===== src/sv/bdl_pkg.sv =====
// shared constants, types and register codes for the button debounce block
package bdl_pkg;

  // block geometry
  localparam int BUTTON_COUNT   = 4;
  localparam int TICK_WIDTH     = 32;
  localparam int CODE_WIDTH     = $clog2(BUTTON_COUNT);
  localparam int LIMIT_WIDTH    = 16;
  localparam int COUNT_WIDTH    = LIMIT_WIDTH + 1;
  localparam int DEBOUNCE_WIDTH = 32;
  localparam int CMP_WIDTH      = (TICK_WIDTH > DEBOUNCE_WIDTH) ? TICK_WIDTH : DEBOUNCE_WIDTH;

  // register port
  localparam int APB_DATA_WIDTH  = 32;
  localparam int APB_ADDR_WIDTH  = 3;
  localparam int REG_INDEX_WIDTH = APB_ADDR_WIDTH - 2;

  typedef logic [REG_INDEX_WIDTH-1:0] reg_index_t;

  localparam reg_index_t REG_DEBOUNCE_TICKS = reg_index_t'(0);
  localparam reg_index_t REG_LOCKOUT_LIMIT  = reg_index_t'(1);

  localparam logic [DEBOUNCE_WIDTH-1:0] DEBOUNCE_RESET = DEBOUNCE_WIDTH'(150);
  localparam logic [LIMIT_WIDTH-1:0]    LIMIT_RESET    = LIMIT_WIDTH'(5000);

  // one polling word held in the input register
  typedef struct packed {
    logic [BUTTON_COUNT-1:0] pressed;
    logic [TICK_WIDTH-1:0]   now;
  } step_t;

  // one result word
  typedef struct packed {
    logic                    event_valid;
    logic [CODE_WIDTH-1:0]   event_code;
    logic [BUTTON_COUNT-1:0] lockout_mask;
  } result_t;

  // control from the judge to the lockout counters
  typedef struct packed {
    logic                    step;
    logic [BUTTON_COUNT-1:0] start;
  } lock_ctrl_t;

  // lockout status: active_mid after this step's counting, before any restart; mask after restarts
  typedef struct packed {
    logic [BUTTON_COUNT-1:0] active_mid;
    logic [BUTTON_COUNT-1:0] mask;
  } lock_stat_t;

endpackage


===== src/sv/bdl_lockout.sv =====
// per-button lockout counters, all advanced in parallel once per step
module bdl_lockout (
  input  logic                             clk,
  input  logic                             rst,
  input  bdl_pkg::lock_ctrl_t              ctrl,
  input  logic [bdl_pkg::LIMIT_WIDTH-1:0]  limit,
  output bdl_pkg::lock_stat_t              stat
);

  logic [bdl_pkg::BUTTON_COUNT-1:0] active;
  logic [bdl_pkg::BUTTON_COUNT-1:0] active_next;
  logic [bdl_pkg::COUNT_WIDTH-1:0]  count      [bdl_pkg::BUTTON_COUNT];
  logic [bdl_pkg::COUNT_WIDTH-1:0]  count_next [bdl_pkg::BUTTON_COUNT];
  logic [bdl_pkg::COUNT_WIDTH-1:0]  count_inc  [bdl_pkg::BUTTON_COUNT];
  logic [bdl_pkg::COUNT_WIDTH-1:0]  limit_x;

  // count up, end lockouts past the limit, then apply restarts
  always_comb begin
    limit_x = bdl_pkg::COUNT_WIDTH'(limit);
    for (int i = 0; i < bdl_pkg::BUTTON_COUNT; i++) begin
      count_inc[i] = count[i] + bdl_pkg::COUNT_WIDTH'(1);
      if (active[i]) begin
        count_next[i]           = count_inc[i];
        stat.active_mid[i]      = !(count_inc[i] > limit_x);
      end else begin
        count_next[i]           = count[i];
        stat.active_mid[i]      = 1'b0;
      end
      active_next[i] = stat.active_mid[i];
      if (ctrl.start[i]) begin
        count_next[i]  = '0;
        active_next[i] = 1'b1;
      end
    end
    stat.mask = active_next;
  end

  // counter state
  always_ff @(posedge clk) begin
    if (rst) begin
      active <= '0;
      for (int i = 0; i < bdl_pkg::BUTTON_COUNT; i++) begin
        count[i] <= '0;
      end
    end else if (ctrl.step) begin
      active <= active_next;
      for (int i = 0; i < bdl_pkg::BUTTON_COUNT; i++) begin
        count[i] <= count_next[i];
      end
    end
  end

endmodule


===== src/sv/bdl_judge.sv =====
// arm, latch and judge logic: picks a press, waits out the bounce, reports
module bdl_judge (
  input  logic                                clk,
  input  logic                                rst,
  input  logic                                step,
  input  bdl_pkg::step_t                      word,
  input  logic [bdl_pkg::DEBOUNCE_WIDTH-1:0]  debounce,
  input  bdl_pkg::lock_stat_t                 lock_stat,
  output logic [bdl_pkg::BUTTON_COUNT-1:0]    start,
  output bdl_pkg::result_t                    result
);

  logic                             armed;
  logic                             armed_next;
  logic [bdl_pkg::CODE_WIDTH-1:0]   sel;
  logic [bdl_pkg::CODE_WIDTH-1:0]   sel_next;
  logic [bdl_pkg::TICK_WIDTH-1:0]   press_time;
  logic [bdl_pkg::TICK_WIDTH-1:0]   press_time_next;
  logic [bdl_pkg::TICK_WIDTH-1:0]   elapsed;
  logic                             due;
  logic                             found;
  logic [bdl_pkg::CODE_WIDTH-1:0]   idx;

  // priority pick, lowest index wins
  always_comb begin
    found = 1'b0;
    idx   = '0;
    for (int i = bdl_pkg::BUTTON_COUNT - 1; i >= 0; i--) begin
      if (word.pressed[i]) begin
        found = 1'b1;
        idx   = bdl_pkg::CODE_WIDTH'(i);
      end
    end
  end

  // wrapping elapsed time against the debounce interval
  always_comb begin
    elapsed = word.now - press_time;
    due     = bdl_pkg::CMP_WIDTH'(elapsed) > bdl_pkg::CMP_WIDTH'(debounce);
  end

  // latch when armed, judge when the interval has passed
  always_comb begin
    armed_next         = armed;
    sel_next           = sel;
    press_time_next    = press_time;
    start              = '0;
    result.event_valid = 1'b0;
    result.event_code  = '0;
    if (armed) begin
      if (found) begin
        armed_next      = 1'b0;
        sel_next        = idx;
        press_time_next = word.now;
      end
    end else if (due) begin
      if (!word.pressed[sel] && !lock_stat.active_mid[sel]) begin
        result.event_valid = 1'b1;
        result.event_code  = sel;
        start[sel]         = 1'b1;
      end
      armed_next = 1'b1;
    end
    result.lockout_mask = lock_stat.mask;
  end

  // arm state, selected button and press time
  always_ff @(posedge clk) begin
    if (rst) begin
      armed      <= 1'b1;
      sel        <= '0;
      press_time <= '0;
    end else if (step) begin
      armed      <= armed_next;
      sel        <= sel_next;
      press_time <= press_time_next;
    end
  end

endmodule


===== src/sv/button_debounce_with_lockout_unit.sv =====
// top level: register port, input register, step logic and result register
//
//  channel  handshake                        word
//  input    in_valid / in_ready              call/water/order/bill_pressed, now_ticks
//  output   out_valid / out_ready            event_valid, event_code, lockout_mask
//  config   psel/penable/pwrite/pready       paddr, pwdata, prdata
//
// one word per cycle while the output is not stalled; a taken word reaches the output
// through the input register, then one pass through the step logic into the result register
// the step logic updates arm state and the lockout counters as the word moves on
// a stalled output holds its word; the input register still fills behind it
// rst is synchronous: armed, no lockouts, registers at their reset values
module button_debounce_with_lockout_unit (
  input  logic                                clk,
  input  logic                                rst,
  input  logic                                in_valid,
  output logic                                in_ready,
  input  logic                                call_pressed,
  input  logic                                water_pressed,
  input  logic                                order_pressed,
  input  logic                                bill_pressed,
  input  logic [bdl_pkg::TICK_WIDTH-1:0]      now_ticks,
  output logic                                out_valid,
  input  logic                                out_ready,
  output logic                                event_valid,
  output logic [bdl_pkg::CODE_WIDTH-1:0]      event_code,
  output logic [bdl_pkg::BUTTON_COUNT-1:0]    lockout_mask,
  input  logic                                psel,
  input  logic                                penable,
  input  logic                                pwrite,
  input  logic [bdl_pkg::APB_ADDR_WIDTH-1:0]  paddr,
  input  logic [bdl_pkg::APB_DATA_WIDTH-1:0]  pwdata,
  output logic [bdl_pkg::APB_DATA_WIDTH-1:0]  prdata,
  output logic                                pready
);

  logic [bdl_pkg::DEBOUNCE_WIDTH-1:0] debounce_ticks;
  logic [bdl_pkg::LIMIT_WIDTH-1:0]    lockout_limit;
  bdl_pkg::reg_index_t                reg_index;
  logic                               reg_write;

  logic                               s1_valid;
  bdl_pkg::step_t                     s1_word;
  logic                               advance;
  logic                               in_take;

  bdl_pkg::lock_ctrl_t                lock_ctrl;
  bdl_pkg::lock_stat_t                lock_stat;
  logic [bdl_pkg::BUTTON_COUNT-1:0]   start;
  bdl_pkg::result_t                   step_result;
  bdl_pkg::result_t                   out_word;

  // register port decode
  assign pready    = 1'b1;
  assign reg_index = paddr[bdl_pkg::APB_ADDR_WIDTH-1:2];
  assign reg_write = psel && penable && pwrite && pready;

  always_comb begin
    case (reg_index)
      bdl_pkg::REG_DEBOUNCE_TICKS: prdata = bdl_pkg::APB_DATA_WIDTH'(debounce_ticks);
      bdl_pkg::REG_LOCKOUT_LIMIT:  prdata = bdl_pkg::APB_DATA_WIDTH'(lockout_limit);
      default:                     prdata = '0;
    endcase
  end

  // configuration registers
  always_ff @(posedge clk) begin
    if (rst) begin
      debounce_ticks <= bdl_pkg::DEBOUNCE_RESET;
      lockout_limit  <= bdl_pkg::LIMIT_RESET;
    end else if (reg_write) begin
      case (reg_index)
        bdl_pkg::REG_DEBOUNCE_TICKS: debounce_ticks <= pwdata[bdl_pkg::DEBOUNCE_WIDTH-1:0];
        bdl_pkg::REG_LOCKOUT_LIMIT:  lockout_limit  <= pwdata[bdl_pkg::LIMIT_WIDTH-1:0];
        default: ;
      endcase
    end
  end

  // flow control between input register and result register
  assign advance  = s1_valid && (!out_valid || out_ready);
  assign in_ready = !s1_valid || advance;
  assign in_take  = in_valid && in_ready;

  // input register
  always_ff @(posedge clk) begin
    if (rst) begin
      s1_valid <= 1'b0;
    end else begin
      s1_valid <= in_take || (s1_valid && !advance);
    end
  end

  always_ff @(posedge clk) begin
    if (in_take) begin
      s1_word.pressed <= bdl_pkg::BUTTON_COUNT'({bill_pressed, order_pressed,
                                                 water_pressed, call_pressed});
      s1_word.now     <= now_ticks;
    end
  end

  // step logic
  assign lock_ctrl.step  = advance;
  assign lock_ctrl.start = start;

  bdl_lockout u_lockout (
    .clk   (clk),
    .rst   (rst),
    .ctrl  (lock_ctrl),
    .limit (lockout_limit),
    .stat  (lock_stat)
  );

  bdl_judge u_judge (
    .clk       (clk),
    .rst       (rst),
    .step      (advance),
    .word      (s1_word),
    .debounce  (debounce_ticks),
    .lock_stat (lock_stat),
    .start     (start),
    .result    (step_result)
  );

  // result register
  always_ff @(posedge clk) begin
    if (rst) begin
      out_valid <= 1'b0;
    end else if (advance) begin
      out_valid <= 1'b1;
    end else if (out_ready) begin
      out_valid <= 1'b0;
    end
  end

  always_ff @(posedge clk) begin
    if (advance) begin
      out_word <= step_result;
    end
  end

  assign event_valid  = out_word.event_valid;
  assign event_code   = out_word.event_code;
  assign lockout_mask = out_word.lockout_mask;

  // a reported button always shows as locked out in the same word
  a_event_locks: assert property (@(posedge clk) disable iff (rst)
    (out_valid && event_valid) |-> lockout_mask[event_code])
    else $error("reported button not marked as locked out");

  // a word without an event carries code zero
  a_idle_code: assert property (@(posedge clk) disable iff (rst)
    (out_valid && !event_valid) |-> (event_code == '0))
    else $error("event code set without an event");

  // reset empties the result register
  a_reset_empty: assert property (@(posedge clk)
    rst |=> !out_valid)
    else $error("result word present after reset");

endmodule

===== config.mk =====
export PLATFORM = sky130hd
export DESIGN_NAME = button_debounce_with_lockout_unit
export DESIGN_NICKNAME = d
export VERILOG_FILES = /design/src/sv/bdl_pkg.sv /design/src/sv/bdl_lockout.sv /design/src/sv/bdl_judge.sv /design/src/sv/button_debounce_with_lockout_unit.sv
export SDC_FILE = /design/constraint.sdc
export NUM_CORES = 1
export LEC_CHECK = 0
export BUFFER_PORTS_ARGS = -buffer_cell sky130_fd_sc_hd__buf_2
export CORE_MARGIN = 1
export CORE_UTILIZATION = 23
export CTS_CLUSTER_DIAMETER = 80
export DETAILED_ROUTE_END_ITERATION = 7
export HOLD_SLACK_MARGIN = 0.15
export PLACE_DENSITY = 0.41
export SYNTH_ARGS = -nofsm -noshare
export SYNTH_HDL_FRONTEND = slang
export SYNTH_HIERARCHICAL = 1
export SYNTH_SLANG_ARGS = --single-unit

===== constraint.sdc =====
create_clock -name clk -period 7.46 [get_ports clk]
set_input_delay 1.492 -clock clk [delete_from_list [all_inputs] [get_ports clk]]
set_output_delay 1.492 -clock clk [all_outputs]
set_load 0.01 [all_outputs]

==> out/results.ini <==
[die]
rows=88
die_w_microns=244
die_h_microns=244
die-area_sq_um=59300
start_util_pct=23.3
coreArea_sq_um=57700
io_pins=120

[outcome]
status=completed

[synthesis]
syn_area_sq_um=13400
synth_top_area_share_pct=24.8
yosysUniqueCellTypes=82
syn_avg_cell_area_sq_um=9.42
ys_warn_count=6
netlist_instances=1424
synth_enable_flop_cells=111
synth_area_leaders=edfxtp_1 (25%), dfxtp_1 (13%), ha_1 (12%)
synth_top_cell_by_area=edfxtp_1
ys_seq_area_share_pct=38.1
synth_ff_type=edfxtp_1
async_reset_ff_share_pct=0
synth_fp_nets=1634
ys_ff_latch=200

[global_routing]
overflow=0
antenna_found_initial=0
grt_max_degree=85
grt_pass1_wl_mm=58.9
grt_pass1_vias=10000
grt_use_total_pct=13.0

[clock_tree]
cts_tree=built
path_clk_slew_ns=0.08
cts_resized=0
clock-sinks=200
root_buffer=clkbuf_16
postCtsSetupBuffers=0
clk_path_buf_depth=2
clock_latency_ns=0.47
ctsHoldBuffers=0
h-tree-depth=4
numCtsBuffers=17

[sta]
rsz0062_at_grt=no
setup-tns-final_ns=0
finalHoldViolCount=0
slew_headroom_pct=31.0
maxSlewViolCount=0
worstMarginPinSlew_ns=1.03
timing.final.crit_share_pct=76.3
fin_skew_ns=0.0142
fin_crit_ns=5.69
finalSetupViolations=0
clock.fmax_ghz=0.176

[worst_hold_path]
hp-class=flip-flop to flip-flop
hp-start=u_judge/press_time[27]$_SDFFE_PP0P_

[setup_path]
worstSetupEndpointType=flip-flop
critPathRequiredTime_ns=7.55
start_kind=flip-flop
timing.rr.start=s1_word[0]$_DFFE_PP_
critPathArrivalTime_ns=5.78
crit_type=flip-flop to flip-flop
path_max_fanout=17
crit_start=s1_word[0]$_DFFE_PP_

[cells_and_area]
final_common_cell=ha_1
layout_common_cells=ha_1 (131), nand2_1 (117), buf_2 (115)
final_util_pct=26.6
drive_gt1_share_pct=12.9
fin_area_sq_um=15300
finalNetCount=1722
syn_to_final_growth_pct=14.2

[place]
numPortBuffers=116
gp_congestion=0.814
hpwl_mm=28.8
place_area_sq_um=14700

[power_and_ir_drop]
total_leakage_power_nw=5.88
peakVddDrop_mv=0.175
power.density_nw_per_um2=181

[detailed_routing]
drcViolationCount=0
routed_wl_mm=38.2
vias=10200
viasPerCell=4.46
dr.pass1.iters=5
ant_nets=0
routedWlPerCell_microns=16.7
drt_iter0_drc=525

[job]
maxCapViolations=0

-- synth_stat cells (all sizes together) (2+ instances only) --
cell and count:
and3 20, nand3b 4, o21bai 4, inv 102
and2 5, or4 4, a21boi 5, and4 13
a211o 3, mux2 16, nand4 38, o2111a 2
dfxtp 89, a41o 2, a31oi 10, a221oi 5
nand2b 84, a22oi 2, mux2i 54, a31o 2
o211ai 4, nor2b 82, o311ai 3, nor2 78
clkbuf 31, o31ai 6, xor2 34, o21a 9
or3 6, o21ai 42, ha 131, nor3 23
a21oi 102, buf 21, a21o 34, o41ai 3
xnor2 51, edfxtp 111, nand3 40, nor3b 4
nand2 117, a211oi 7, nor4 5
-- path summary, 6_finish.rpt --
check / endpoint / slack, ns / cells past startpoint
hold reg to reg: u_judge/press_time[27]$_SDFFE_PP0P_ / 0.46 / 2
setup / recovery: u_lockout/count[1][7]$_SDFFCE_PP0P_ / 1.77 / 20
setup reg to reg: u_lockout/count[1][7]$_SDFFCE_PP0P_ / 1.77 / 20
hold / removal: u_judge/press_time[27]$_SDFFE_PP0P_ / 0.46 / 2
-- sequential cells by signal (all words and copies together) (netlist names) --
| name | count |
|---|---|
| u_lockout/count | 68 |
| s1_word | 36 |
| debounce_ticks | 32 |
| u_judge/press_time | 32 |
| lockout_limit | 16 |
| lockout_mask | 4 |
| u_lockout/active | 4 |
| event_code | 2 |
| u_judge/sel | 2 |
| event_valid | 1 |
| out_valid | 1 |
| s1_valid | 1 |
| u_judge/armed | 1 |
-- critical path, cell delays in order, from the launching register on --
cell and delay (ns):
edfxtp_1 0.38, inv_1 0.07, ha_1 0.19, inv_1 0.07, fa_1 0.42, a21o_1 0.19, a31o_1 0.28, a21o_2 0.26
a31oi_4 0.22, o31ai_2 0.15, a31oi_2 0.21, xnor2_1 0.09, ha_1 0.28, nand4_1 0.12, or3_1 0.41, o21ai_1 0.13
a21oi_1 0.09, or3_1 0.53, a211oi_1 0.41, o21ai_0 0.13, nand2b_1 0.68
-- kinds of logic (layout without fill, tap and decap cells) --
group,Yosys count,count (layout),synth area share [%]
other,1,2,0.0280
DFF,200,200,38.1
buffers and inverters,154,255,4.95
xor gates and xnor gates,85,85,5.55
and+or+nand+nor,527,527,21.3
muxes,70,70,5.37
adders and majority gates,132,132,12.4
AOI/OAI and AO/OA,255,255,12.3
-- through the flow --
| step | total power, mW | hold slack (ns) | instances | setup slack (ns) |
|---|---|---|---|---|
| floorplan | 1.66 | 0.434 | 1424 | 2.62 |
| global placement | 1.82 | 0.442 | 2258 | 1.79 |
| detailed placement | 1.82 | 0.448 | 2258 | 1.79 |
| CTS | 2.83 | 0.458 | 2290 | 1.75 |
| global route | 2.93 | 0.474 | 2290 | 1.33 |
| finish | 2.77 | 0.455 | 2291 | 1.77 |
-- cell type report --
cell class	instances	area (sq um)
clock inverter	14	150
timing repair buffer	121	621
inverter	102	383
tap	765	957
antenna	1	2.50
multi-input combinational	1070	7640
clock buffer	18	450
fill	6316	42400
sequential	200	5110
-- layer usage --
layer	up-vias	part of all wire [%]	GRT usage, %
li1	5219	-	-
met1	4847	48	17.0
met2	124	48	21.8
met3	24	2.6	2.54
met4	0	1.5	3.25
met5	-	0	0
-- where the power goes --
part           leakage [nW]  total, mW  switching (mW)  internal [mW]
Clock                 0.287      0.979           0.483          0.496
Combinational          3.75      0.531           0.308          0.223
Sequential             1.84       1.26          0.0435           1.22
Note: power is estimated with default switching activity, not from simulation.
